[config.mk]
export PLATFORM = sky130hd
export DESIGN_NAME = relay_link_stop_and_wait
export DESIGN_NICKNAME = d
export VERILOG_FILES = /design/src/sv/rlsw_pkg.sv /design/src/sv/rlsw_cfg.sv /design/src/sv/rlsw_ring.sv /design/src/sv/rlsw_dec.sv /design/src/sv/relay_link_stop_and_wait.sv
export VERILOG_INCLUDE_DIRS = /design/src /design/src/sv
export SDC_FILE = /design/constraint.sdc
export NUM_CORES = 1
export LEC_CHECK = 0
export BUFFER_PORTS_ARGS = -buffer_cell sky130_fd_sc_hd__buf_2
export CELL_PAD_IN_SITES_DETAIL_PLACEMENT = 1
export CELL_PAD_IN_SITES_GLOBAL_PLACEMENT = 1
export CORE_MARGIN = 2
export CORE_UTILIZATION = 30
export CTS_CLUSTER_DIAMETER = 80
export DETAILED_ROUTE_END_ITERATION = 8
export PLACE_DENSITY_LB_ADDON = 0.1
export SKIP_CTS_REPAIR_TIMING = 1
export SYNTH_ARGS = -nofsm -noshare
export SYNTH_HDL_FRONTEND = slang
export SYNTH_SLANG_ARGS = --single-unit
export TNS_END_PERCENT = 20
[constraint.sdc]
create_clock -name clk_i -period 4.8 [get_ports clk_i]
set_clock_uncertainty 0.2 [all_clocks]
set_input_delay 0.24 -clock clk_i [delete_from_list [all_inputs] [get_ports clk_i]]
set_output_delay 0.24 -clock clk_i [all_outputs]
set_load 0.1 [all_outputs]
[src/sv/relay_link_stop_and_wait_macros.svh]
// Assertion macros for the relay link block.
`ifndef RELAY_LINK_STOP_AND_WAIT_MACROS_SVH
`define RELAY_LINK_STOP_AND_WAIT_MACROS_SVH

`ifndef SYNTHESIS

// Same-cycle implication, disabled while in reset
`define RLSW_ASSERT_IMP(lbl, clk, rst_n, ante, cons, msg) \
  lbl: assert property (@(posedge clk) disable iff (!rst_n) (ante) |-> (cons)) \
    else $error(msg);

// Next-cycle implication, disabled while in reset
`define RLSW_ASSERT_NEXT(lbl, clk, rst_n, ante, cons, msg) \
  lbl: assert property (@(posedge clk) disable iff (!rst_n) (ante) |=> (cons)) \
    else $error(msg);

`else

`define RLSW_ASSERT_IMP(lbl, clk, rst_n, ante, cons, msg)
`define RLSW_ASSERT_NEXT(lbl, clk, rst_n, ante, cons, msg)

`endif

`endif

[src/sv/rlsw_pkg.sv]
// Types, codes and helpers shared by the relay link block.
package rlsw_pkg;

  localparam int unsigned ADDR_W       = 8;
  localparam int unsigned SLOT_W       = 3;
  localparam int unsigned CFG_IDX_W    = 2;
  localparam int unsigned RING_SLOTS_DEF = 8;

  // Event codes
  localparam logic [2:0] FUNC_RTS  = 3'd0;
  localparam logic [2:0] FUNC_DATA = 3'd1;
  localparam logic [2:0] FUNC_SEND = 3'd2;
  localparam logic [2:0] FUNC_ACK  = 3'd3;
  localparam logic [2:0] FUNC_DONE = 3'd4;

  // Header types
  localparam logic [1:0] FT_RTS = 2'd0;
  localparam logic [1:0] FT_CTS = 2'd1;
  localparam logic [1:0] FT_ACK = 2'd2;
  localparam logic [1:0] FT_PAY = 2'd3;
  localparam logic [1:0] FT_NONE = 2'd0;

  // Result kinds
  localparam logic [1:0] RK_CTS  = 2'd0;
  localparam logic [1:0] RK_ACK  = 2'd1;
  localparam logic [1:0] RK_DESC = 2'd2;
  localparam logic [1:0] RK_REL  = 2'd3;

  // Register indexes
  localparam logic [CFG_IDX_W-1:0] CFG_NODE_ADDR  = 2'd0;
  localparam logic [CFG_IDX_W-1:0] CFG_NEIGHBOR_A = 2'd1;
  localparam logic [CFG_IDX_W-1:0] CFG_NEIGHBOR_B = 2'd2;

  typedef struct packed {
    logic [2:0]        func;
    logic [1:0]        frame_type;
    logic [ADDR_W-1:0] frame_dest;
    logic [ADDR_W-1:0] frame_src;
    logic              frame_seq;
  } in_word_t;

  typedef struct packed {
    logic [1:0]        result_kind;
    logic [1:0]        hdr_type;
    logic [ADDR_W-1:0] hdr_dest;
    logic [ADDR_W-1:0] hdr_src;
    logic              busy_flag;
    logic              seq_bit;
    logic [SLOT_W-1:0] slot;
    logic              stored;
  } out_word_t;

  typedef struct packed {
    logic [ADDR_W-1:0] node_address;
    logic [ADDR_W-1:0] neighbor_a;
    logic [ADDR_W-1:0] neighbor_b;
  } cfg_t;

  // Ring request from the decoder
  typedef struct packed {
    logic              push;
    logic              pop;
    logic [ADDR_W-1:0] dest;
    logic              seq;
  } ring_cmd_t;

  // Ring status toward the decoder; head is the entry at the read pointer
  typedef struct packed {
    logic              full;
    logic              empty;
    logic [ADDR_W-1:0] head_dest;
    logic              head_seq;
  } ring_stat_t;

  // Slot field of a result: low bits of a pointer widened to a byte
  function automatic logic [SLOT_W-1:0] slot_field(input logic [ADDR_W-1:0] ptr);
    return ptr[SLOT_W-1:0];
  endfunction

endpackage

[src/sv/rlsw_cfg.sv]
// Configuration registers: node address and the two neighbor addresses.
module rlsw_cfg (
  input  logic                           clk_i,
  input  logic                           rst_ni,
  input  logic                           cfg_valid_i,
  output logic                           cfg_ready_o,
  input  logic [rlsw_pkg::CFG_IDX_W-1:0] cfg_index_i,
  input  logic [rlsw_pkg::ADDR_W-1:0]    cfg_data_i,
  output rlsw_pkg::cfg_t                 cfg_o
);
  import rlsw_pkg::*;

  cfg_t cfg_q;

  assign cfg_ready_o = 1'b1;
  assign cfg_o       = cfg_q;

  // Register write; unknown indexes are dropped
  always_ff @(posedge clk_i or negedge rst_ni) begin
    if (!rst_ni) begin
      cfg_q <= '0;
    end else if (cfg_valid_i) begin
      case (cfg_index_i)
        CFG_NODE_ADDR:  cfg_q.node_address <= cfg_data_i;
        CFG_NEIGHBOR_A: cfg_q.neighbor_a   <= cfg_data_i;
        CFG_NEIGHBOR_B: cfg_q.neighbor_b   <= cfg_data_i;
        default: ;
      endcase
    end
  end

endmodule

[src/sv/rlsw_ring.sv]
// Descriptor ring: slot memory, write and read pointers, full flag, head register.
module rlsw_ring #(
  parameter int unsigned RingSlots = rlsw_pkg::RING_SLOTS_DEF,
  localparam int unsigned PtrW     = (RingSlots > 1) ? $clog2(RingSlots) : 1
) (
  input  logic                  clk_i,
  input  logic                  rst_ni,
  input  rlsw_pkg::ring_cmd_t   cmd_i,
  output rlsw_pkg::ring_stat_t  stat_o,
  output logic [PtrW-1:0]       wr_ptr_o,
  output logic [PtrW-1:0]       rd_ptr_o
);
  import rlsw_pkg::*;

  localparam logic [PtrW-1:0] LastSlot = PtrW'(RingSlots - 1);

  logic [ADDR_W:0]   mem_q [RingSlots];
  logic [PtrW-1:0]   wr_q, wr_d, rd_q, rd_d;
  logic              full_q, full_d;
  logic [ADDR_W:0]   head_q;
  logic [ADDR_W:0]   wdata;

  assign wdata = {cmd_i.seq, cmd_i.dest};

  // Pointer and full flag update
  always_comb begin
    wr_d   = wr_q;
    rd_d   = rd_q;
    full_d = full_q;
    if (cmd_i.push) begin
      wr_d = (wr_q == LastSlot) ? '0 : wr_q + 1'b1;
      if (wr_d == rd_q) begin
        full_d = 1'b1;
      end
    end
    if (cmd_i.pop) begin
      rd_d   = (rd_q == LastSlot) ? '0 : rd_q + 1'b1;
      full_d = 1'b0;
    end
  end

  always_ff @(posedge clk_i or negedge rst_ni) begin
    if (!rst_ni) begin
      wr_q   <= '0;
      rd_q   <= '0;
      full_q <= 1'b0;
    end else begin
      wr_q   <= wr_d;
      rd_q   <= rd_d;
      full_q <= full_d;
    end
  end

  // Slot memory; the head register follows the next read pointer,
  // taking the word being written when it lands on that slot
  always_ff @(posedge clk_i) begin
    if (cmd_i.push) begin
      mem_q[wr_q] <= wdata;
    end
    if (cmd_i.push && (wr_q == rd_d)) begin
      head_q <= wdata;
    end else begin
      head_q <= mem_q[rd_d];
    end
  end

  assign stat_o.full      = full_q;
  assign stat_o.empty     = (wr_q == rd_q) && !full_q;
  assign stat_o.head_dest = head_q[ADDR_W-1:0];
  assign stat_o.head_seq  = head_q[ADDR_W];
  assign wr_ptr_o         = wr_q;
  assign rd_ptr_o         = rd_q;

endmodule

[src/sv/rlsw_dec.sv]
// Event decoder: builds the result word and the ring request for one word.
module rlsw_dec #(
  parameter int unsigned RingSlots = rlsw_pkg::RING_SLOTS_DEF,
  localparam int unsigned PtrW     = (RingSlots > 1) ? $clog2(RingSlots) : 1
) (
  input  rlsw_pkg::in_word_t    word_i,
  input  rlsw_pkg::cfg_t        cfg_i,
  input  logic                  exp_seq_i,
  input  rlsw_pkg::ring_stat_t  stat_i,
  input  logic [PtrW-1:0]       wr_ptr_i,
  input  logic [PtrW-1:0]       rd_ptr_i,
  output logic                  emit_o,
  output rlsw_pkg::out_word_t   res_o,
  output rlsw_pkg::ring_cmd_t   cmd_o,
  output logic                  toggle_o
);
  import rlsw_pkg::*;

  logic              for_us;
  logic              from_a, from_b;
  logic [SLOT_W-1:0] wr_slot, rd_slot;

  assign for_us  = (word_i.frame_dest == cfg_i.node_address);
  assign from_a  = (word_i.frame_src == cfg_i.neighbor_a);
  assign from_b  = (word_i.frame_src == cfg_i.neighbor_b);
  assign wr_slot = slot_field(ADDR_W'(wr_ptr_i));
  assign rd_slot = slot_field(ADDR_W'(rd_ptr_i));

  always_comb begin
    emit_o          = 1'b0;
    toggle_o        = 1'b0;
    cmd_o           = '0;
    res_o           = '0;
    res_o.hdr_src   = cfg_i.node_address;
    case (word_i.func)
      // CTS back to the sender, reporting ring state
      FUNC_RTS: begin
        emit_o            = 1'b1;
        res_o.result_kind = RK_CTS;
        res_o.hdr_type    = FT_CTS;
        res_o.hdr_dest    = word_i.frame_src;
        res_o.busy_flag   = stat_i.full;
        res_o.slot        = wr_slot;
      end
      // Data header: check sequence bit, readdress and queue
      FUNC_DATA: begin
        if (word_i.frame_type == FT_PAY && for_us) begin
          emit_o            = 1'b1;
          res_o.result_kind = RK_ACK;
          res_o.hdr_type    = FT_ACK;
          res_o.hdr_dest    = word_i.frame_src;
          if (word_i.frame_seq == exp_seq_i) begin
            toggle_o = 1'b1;
            if ((from_a || from_b) && !stat_i.full) begin
              cmd_o.push   = 1'b1;
              cmd_o.dest   = from_a ? cfg_i.neighbor_b : cfg_i.neighbor_a;
              cmd_o.seq    = word_i.frame_seq;
              res_o.slot   = wr_slot;
              res_o.stored = 1'b1;
            end
          end
        end
      end
      // Oldest descriptor out for transmit
      FUNC_SEND: begin
        if (!stat_i.empty) begin
          emit_o            = 1'b1;
          res_o.result_kind = RK_DESC;
          res_o.hdr_type    = FT_PAY;
          res_o.hdr_dest    = stat_i.head_dest;
          res_o.seq_bit     = stat_i.head_seq;
          res_o.slot        = rd_slot;
        end
      end
      // ACK or delivery done: release the oldest slot
      FUNC_ACK, FUNC_DONE: begin
        if (!stat_i.empty &&
            (word_i.func == FUNC_DONE || (word_i.frame_type == FT_ACK && for_us))) begin
          emit_o            = 1'b1;
          cmd_o.pop         = 1'b1;
          res_o.result_kind = RK_REL;
          res_o.hdr_type    = FT_NONE;
          res_o.hdr_dest    = stat_i.head_dest;
          res_o.seq_bit     = stat_i.head_seq;
          res_o.slot        = rd_slot;
        end
      end
      default: ;
    endcase
  end

endmodule

[src/sv/relay_link_stop_and_wait.sv]
// Top level of the relay link layer: input stage, decoder, ring, result stage.
//
//  channel | direction | handshake               | payload
//  in      | into      | in_valid_i / in_ready_o  | in_word_i  (in_word_t)
//  out     | out of    | out_valid_o / out_ready_i| out_word_o (out_word_t)
//  cfg     | into      | cfg_valid_i / cfg_ready_o| cfg_index_i, cfg_data_i
//
// One word per cycle while the output is not stalled: a word is held in the input
// stage, is decoded against the ring and sequence state, and its result, if one is
// emitted, lands in the output register that drives out_valid_o.
// The ring head is read through a registered memory port kept on the read pointer.
// Reset clears pointers, full flag, expected bit, valid flags and config registers; no clearing pass.
// A stalled output holds the input stage; in_ready_o drops only then.
module relay_link_stop_and_wait #(
  parameter int unsigned RING_SLOTS = rlsw_pkg::RING_SLOTS_DEF
) (
  input  logic                           clk_i,
  input  logic                           rst_ni,
  input  logic                           in_valid_i,
  output logic                           in_ready_o,
  input  rlsw_pkg::in_word_t             in_word_i,
  output logic                           out_valid_o,
  input  logic                           out_ready_i,
  output rlsw_pkg::out_word_t            out_word_o,
  input  logic                           cfg_valid_i,
  output logic                           cfg_ready_o,
  input  logic [rlsw_pkg::CFG_IDX_W-1:0] cfg_index_i,
  input  logic [rlsw_pkg::ADDR_W-1:0]    cfg_data_i
);
  import rlsw_pkg::*;
  `include "relay_link_stop_and_wait_macros.svh"

  localparam int unsigned PtrW = (RING_SLOTS > 1) ? $clog2(RING_SLOTS) : 1;

  cfg_t       cfg;
  in_word_t   s1_word_q;
  logic       s1_valid_q;
  out_word_t  out_word_q, res;
  logic       out_valid_q;
  logic       exp_seq_q;
  logic       adv, emit, toggle;
  ring_cmd_t  dec_cmd, ring_cmd;
  ring_stat_t stat;
  logic [PtrW-1:0] wr_ptr, rd_ptr;

  rlsw_cfg u_cfg (
    .clk_i       (clk_i),
    .rst_ni      (rst_ni),
    .cfg_valid_i (cfg_valid_i),
    .cfg_ready_o (cfg_ready_o),
    .cfg_index_i (cfg_index_i),
    .cfg_data_i  (cfg_data_i),
    .cfg_o       (cfg)
  );

  // Decode stage moves when the result register is free or being drained
  assign adv        = s1_valid_q && (!out_valid_q || out_ready_i);
  assign in_ready_o = !s1_valid_q || adv;

  always_comb begin
    ring_cmd = dec_cmd;
    if (!adv) begin
      ring_cmd.push = 1'b0;
      ring_cmd.pop  = 1'b0;
    end
  end

  rlsw_dec #(.RingSlots(RING_SLOTS)) u_dec (
    .word_i    (s1_word_q),
    .cfg_i     (cfg),
    .exp_seq_i (exp_seq_q),
    .stat_i    (stat),
    .wr_ptr_i  (wr_ptr),
    .rd_ptr_i  (rd_ptr),
    .emit_o    (emit),
    .res_o     (res),
    .cmd_o     (dec_cmd),
    .toggle_o  (toggle)
  );

  rlsw_ring #(.RingSlots(RING_SLOTS)) u_ring (
    .clk_i    (clk_i),
    .rst_ni   (rst_ni),
    .cmd_i    (ring_cmd),
    .stat_o   (stat),
    .wr_ptr_o (wr_ptr),
    .rd_ptr_o (rd_ptr)
  );

  // Input stage and expected sequence bit
  always_ff @(posedge clk_i or negedge rst_ni) begin
    if (!rst_ni) begin
      s1_valid_q <= 1'b0;
      exp_seq_q  <= 1'b0;
    end else begin
      if (in_ready_o) begin
        s1_valid_q <= in_valid_i;
      end
      if (adv && toggle) begin
        exp_seq_q <= !exp_seq_q;
      end
    end
  end

  always_ff @(posedge clk_i) begin
    if (in_ready_o && in_valid_i) begin
      s1_word_q <= in_word_i;
    end
  end

  // Result register
  always_ff @(posedge clk_i or negedge rst_ni) begin
    if (!rst_ni) begin
      out_valid_q <= 1'b0;
    end else if (adv) begin
      out_valid_q <= emit;
    end else if (out_ready_i) begin
      out_valid_q <= 1'b0;
    end
  end

  always_ff @(posedge clk_i) begin
    if (adv && emit) begin
      out_word_q <= res;
    end
  end

  assign out_valid_o = out_valid_q;
  assign out_word_o  = out_word_q;

  // Checks
  `RLSW_ASSERT_IMP(a_full_ptrs, clk_i, rst_ni, stat.full, wr_ptr == rd_ptr,
    "ring full while pointers differ")
  `RLSW_ASSERT_IMP(a_no_push_pop, clk_i, rst_ni, ring_cmd.push, !ring_cmd.pop,
    "push and pop in the same cycle")
  `RLSW_ASSERT_IMP(a_stall_cause, clk_i, rst_ni, !in_ready_o,
    s1_valid_q && out_valid_q && !out_ready_i, "input stalled without output stall")
  `RLSW_ASSERT_NEXT(a_push_not_empty, clk_i, rst_ni, ring_cmd.push, !stat.empty,
    "ring empty after a push")

endmodule
==> results of run 1 <==
==> kinds of logic (layout without fill, tap and decap cells) <==
group / after synthesis / count (layout)
flops: 157 / 157
simple gates: 76 / 76
mux: 58 / 58
compound gates: 45 / 45
xor+xnor: 33 / 33
buf+inv: 22 / 144
fa+ha+maj: 4 / 4
other cells: 1 / 1
==> layout by cell type, fill, tap and decap left out, types with 6 or more instances in the layout <==
cell and instances:
mux4_2 18, mux2i_1 9, nor4_1 9, xnor2_1 26, nand2b_1 6, dfrtp_1 34, mux2_2 28, o2bb2ai_1 8
xor2_1 7, nand2_1 20, dlygate4sd3_1 33, o21ai_0 9, a21oi_1 12, edfxtp_1 120, inv_1 6, buf_2 64
clkbuf_16 17, nor2_1 9, buf_4 9
==> per-layer routing <==
layer  vias to the layer above  share of wire [%]  routed length (um)  GRT usage, %
met3                        18                3.4                 570          3.19
met2                        78                 50                8280          24.8
met4                         0                1.6                 269          5.47
met5                         -                  0                   0             0
met1                      1928                 45                7450          19.4
li1                       1759                  -                   -             -
==> state kept, by name, summed over array words and instances, names as in the netlist, named ones only <==
name and cells:
s1_valid_q 1, s1_word_q 22, exp_seq_q 1, u_ring.full_q 1, out_word_o 26, u_ring.mem_q 72
u_ring.wr_ptr_o 3, out_valid_o 1, u_ring.rd_ptr_o 3, u_cfg.cfg_o 24
==> Yosys cell counts (7+ instances only) <==
cell	n
o2bb2ai_1	8
mux4_2	18
nand2_1	20
edfxtp_1	120
o21ai_0	10
nor4_1	9
xnor2_1	26
nor2_1	9
mux2_2	28
mux2i_1	9
xor2_1	7
dfrtp_1	34
a21oi_1	12
==> power by group through the flow <==
stage               clock network, mW  logic (mW)  registers [mW]
global placement                    0       0.208            1.61
floorplan                           0       0.121            1.61
global route                     1.43       0.246            1.59
CTS                              1.38       0.210            1.58
detailed placement                  0       0.209            1.61
finish                           1.35       0.227            1.58
==> path summary, 6_finish.rpt <==
kind	to	startpoint
max in group asynchronous	u_ring.wr_ptr_o[1]	rst_ni
min	out_valid_o	out_ready_i
min reg2reg	out_word_o[13]	u_cfg.cfg_o[23]
max	u_ring.mem_q[4][7]	s1_word_q[20]
min in group asynchronous	u_cfg.cfg_o[15]	rst_ni
max reg2reg	u_ring.mem_q[4][7]	s1_word_q[20]
==> final cells by class <==
type,count,area (sq um),area share (%)
Clock buffer,19,443,5.41
Clock inverter,13,138,1.68
Inverter,6,22.5,0.275
Multi-Input combinational cell,217,2000,24.4
Sequential cell,157,4510,55.2
Tap cell,280,350,4.28
Timing Repair Buffer,106,718,8.77
==> worst register-to-register path, cell delays in order, from the launching register on <==
cell and delay, ns:
edfxtp_1 0.65, nor3b_2 0.47, nand2_1 0.11, nor4_2 0.44, nand3_2 0.36, nor4_1 0.31
buf_4 0.28
==> metrics by stage <==
stage | instances | cell area (sq um) | hold WS (ns)
final | 798 | 8190 | -0.0140
after global routing | 798 | 8190 | 0.0246
after CTS | 765 | 7860 | -0.272
after detailed placement | 733 | 7270 | 0.191
after global placement | 733 | 7270 | 0.196
after floorplan | 396 | 6610 | -0.256
==> run_results.csv, run 1 <==
group,metric,value,unit
final_layout,layout-drive-gt1-share,31.9,%
critical_path,crit_path_end_kind,"register",
floorplan,die_area,23200,sq um
timing,drv_slew,0,
pwr,leakagePower,2.82,nW
timing,finalCritPeriodShare,65.2,%
yosys,ys.flop_type,"edfxtp_1",
yosys,yosys.area_share.simple,7.29,%
floorplan,io_pins,66,
floorplan,die_h,152,um
yosys,synth_edf_count,120,
timing,setup-violations-final,0,
critical_path,r2r_cells,6,
placement,hpwl,11400,um
grt,grt_pass1_vias,4102,
yosys,synth_area_leaders,"edfxtp_1, dfrtp_1, mux4_2",
clocking,cts-buffers-inserted,17,
worst_hold_path,hold_path.class,"in -> reg",
grt,grt_overflow,0,
yosys,syn_area,6610,sq um
final_layout,diodes,0,
final_layout,final_nets,546,
yosys,synth_compound_area_share,4.75,%
final_layout,fill_cells,2197,
grt,grt_max_degree,35,
grt,grt_use_total,14.9,%
yosys,ys_warn_count,0,
clocking,cts_tree,"built",
yosys,netlist.area_leader.share,54.5,%
critical_path,path_cells,"nor3b_2, nand2_1, nor4_2, nand3_2, nor4_1, buf_4",
critical_path,cp-start-kind,"register",
timing,final.hold.worst_slack,-0.0140,ns
yosys,yosys_register_bits,157,
critical_path,slowest_stage,"edfxtp_1",
critical_path,reg2reg_slack,1.67,ns
worst_hold_path,worst_hold_path.num_cells,3,
pwr,seq_power_share,50.1,%
run,timing.max_cap.violations,0,
status,failed_checks,"hold timing",
pwr,power.switching,0.751,mW
timing,fin_setup_tns,0,ns
pwr,power,3.15,mW
critical_path,arrival,3.05,ns
timing,fin_ws,1.67,ns
clocking,htree_levels,4,
critical_path,crit_cells,6,
floorplan,die_w,152,um
final_layout,syn_to_final_growth,23.9,%
floorplan,floorplan.initialDensity,30.5,%
yosys,synth_area_per_cell,16.7,sq um
route,drt-wirelength-per-cell,20.8,um
timing,slew-limit-headroom,23.1,%
yosys,synth_top_cell_by_area,"edfxtp_1",
yosys,yosys.cell_types.count,50,
timing,fin_crit,3.13,ns
status,outcome,"complete, but fails checks",
pwr,p_int,2.40,mW
critical_path,critical_path_class,"reg -> reg",
route,drtIter0Drc,178,
placement,pre_cts_ws,1.64,ns
yosys,synth_mux_area_share,12.8,%
critical_path,crit_buf_inv,1,
yosys,synth_xor_area_share,4.37,%
clocking,clk_latency,0.44,ns
route,drt_wl_total,16600,um
route,antenna_left,0,
pwr,ir_drop,0.237,mV
route,routed_via_density,4.74,
grt,antenna_found_initial,0,
route,drc,0,
pwr,powerDensity,385,nW/um^2
route,vias,3783,
yosys,synthAdderAreaFrac,0.757,%
yosys,syn_inst,396,
critical_path,critPathMaxFanout,18,
route,first_pass_iters,4,
yosys,synth_top_family_by_area,"multiplexers",
yosys,yosysSeqAreaShare,68.3,%
timing,tightest_slew,1.15,ns
critical_path,cp_slowest_stage_delay,0.65,ns
critical_path,required,4.72,ns
pwr,p_sw_share,23.8,%
pwr,pwr-share-clk,42.7,%
critical_path,path_delay_family,"simple AND/OR/NAND/NOR gates",
placement,numPortBuffers,64,
timing,fmax,0.320,GHz
grt,grt_pass1_wl,25500,um
placement,gp_congestion,0.733,
yosys,synth.net_count,437,
clocking,cts_root_buf,"clkbuf_16",
timing,rsz0062_at_grt,"false",
floorplan,core-area,21700,sq um
floorplan,rows,54,
yosys,synth-async-reset-ratio,21.7,%
clocking,clock_path_buffers,2,
clocking,cts_num_sinks,157,
pwr,combPwrFrac,7.2,%
final_layout,utilization,37.7,%
clocking,path_clk_slew,0.06,ns
timing,hold_viol_final,1,
Power figures use the tool's default switching activity.
==> run 2, diff against run 1 <==
==> constraint.sdc (replaced) <==
create_clock -name clk_i -period 2.7 [get_ports clk_i]
set_clock_uncertainty 0.2 [all_clocks]
set_input_delay 0.135 -clock clk_i [delete_from_list [all_inputs] [get_ports clk_i]]
set_output_delay 0.135 -clock clk_i [all_outputs]
set_load 0.1 [all_outputs]
==> run 2 against run 1 <==
  * The run now ends clean
  * Fmax is 29% higher
  * Critical path depth is 1 higher
  * Setup slack worse by 1.4 ns
  * Critical endpoint is now u_ring.mem_q[7][1]
==> run_results.csv, run 2 (synthesized netlist as in run 1, its figures left out) <==
group,metric,value,unit
placement,hpwl,11500,um
timing,slew-limit-headroom,43.3,%
final_layout,syn_to_final_growth,27.9,%
final_layout,largest_register,"u_ring.mem_q",
clocking,clock_path_buffers,2,
critical_path,arrival,2.51,ns
floorplan,rows,54,
final_layout,layout-drive-gt1-share,35.3,%
placement,numPortBuffers,64,
grt,grt_pass1_vias,4140,
route,drc,0,
clocking,cts_root_buf,"clkbuf_16",
critical_path,setup.worst_path.end,"u_ring.mem_q[7][1]",
clocking,cts-buffers-inserted,17,
floorplan,die_w,152,um
timing,fin_crit,2.43,ns
timing,fin_ws,0.271,ns
clocking,clk_latency,0.42,ns
placement,pre_cts_ws,0.0830,ns
grt,antenna_found_initial,0,
grt,grt_use_total,14.3,%
critical_path,critPathMaxFanout,10,
timing,setup-violations-final,0,
pwr,powerDensity,661,nW/um^2
placement,gp_congestion,0.736,
route,routed_via_density,4.63,
pwr,ir_drop,0.383,mV
route,first_pass_iters,4,
final_layout,utilization,39.0,%
placement,dp_cells,763,
clocking,cts_tree,"built",
critical_path,rr_startpoint,"u_cfg.cfg_o[22]",
critical_path,reg2reg_slack,0.27,ns
final_layout,largest_reg_flops,72,
clocking,htree_levels,4,
route,drtIter0Drc,156,
route,drt_wl_total,16000,um
floorplan,io_pins,66,
floorplan,core-area,21700,sq um
critical_path,r2r-end,"u_ring.mem_q[7][1]",
timing,hold_viol_final,0,
timing,rsz0062_at_grt,"false",
pwr,leakagePower,2.98,nW
final_layout,final_cell_mix,"edfxtp_1, buf_2, buf_4",
worst_hold_path,hold_path.class,"in -> reg",
floorplan,floorplan.initialDensity,30.5,%
timing,finalCritPeriodShare,89.9,%
route,antenna_left,0,
timing,tightest_slew,0.851,ns
critical_path,crit_path_start,"u_cfg.cfg_o[22]",
critical_path,critical_path_class,"reg -> reg",
route,vias,3847,
critical_path,required,2.78,ns
final_layout,final_common_cell,"edfxtp_1",
floorplan,die_area,23200,sq um
final_layout,final_cell_count_no_fill,830,
critical_path,cp-start-kind,"register",
critical_path,crit_path_end_kind,"register",
grt,grt_overflow,0,
status,outcome,"completed",
critical_path,r2r_cells,7,
timing,drv_slew,0,
run,timing.max_cap.violations,0,
clocking,cts_num_sinks,157,
clocking,path_clk_slew,0.07,ns
timing,fmax,0.412,GHz
floorplan,die_h,152,um
grt,grt_pass1_wl,24900,um
final_layout,final_nets,577,
route,drt-wirelength-per-cell,19.2,um
grt,grt_max_degree,35,
run 2: cell count changes in the layout (fill, tap and decap cells not counted), sizes merged:
| cell | change |
|---|---|
| buf | +30 |
| inv | +1 |
| dlygate4sd3 | +1 |
| clkinv | +1 |
| clkbuf | -2 |
| diode | +1 |
run 2: through the flow:
stage	TNS, ns	hold slack (ns)	instance area (sq um)	power, mW
after floorplan	-26.29	-0.361	6610	3.08
after global placement	0	0.101	7500	3.22
after detailed placement	0	0.0876	7500	3.22
after CTS	0	-0.367	8090	5.63
after global routing	0	0.0144	8450	5.80
final	0	0.0129	8450	5.59
run 2: per-layer routing:
| layer | global-route usage, % | wire (um) | up-vias | share of wire, % |
|---|---|---|---|---|
| met5 | 0 | 0 | - | 0 |
| met4 | 5.11 | 213 | 0 | 1.3 |
| met3 | 2.90 | 395 | 17 | 2.5 |
| met2 | 24.3 | 8200 | 62 | 51 |
| met1 | 18.2 | 7150 | 1954 | 45 |
| li1 | - | - | 1814 | - |
run 2: cell type report:
type	instances	area [sq um]
Multi-Input combinational cell	217	2000
Clock inverter	15	163
Antenna cell	1	2.50
Fill cell	2201	13200
Clock buffer	17	425
Sequential cell	157	4520
Timing Repair Buffer	137	966
Tap cell	280	350
Inverter	6	22.5
run 2: worst min-delay path by stage:
stage,startpoint,end,slack (ns),cells past startpoint
3_3_place_gp,rst_ni,u_cfg.cfg_o[14],0.10,1
2_1_floorplan,rst_ni,exp_seq_q,-0.36,0
6_report,cfg_index_i[0],u_cfg.cfg_o[19],0.01,3
5_1_grt,cfg_index_i[0],u_cfg.cfg_o[17],0.01,3
3_5_place_dp,rst_ni,u_cfg.cfg_o[7],0.09,1
4_1_cts,rst_ni,u_cfg.cfg_o[7],-0.37,1
run 2: critical path, cell delays in order (launching register included):
cell     delay, ns
dfrtp_1       0.40
xnor2_1       0.21
nand4_1       0.20
nor4_4        0.40
buf_4         0.18
nand2_1       0.24
a21oi_1       0.26
buf_4         0.19
run 2: where the power goes:
part	switching [mW]	leakage, nW	internal [mW]
Combinational	0.228	1.20	0.200
Clock	1.01	0.277	1.37
Sequential	0.0889	1.50	2.69
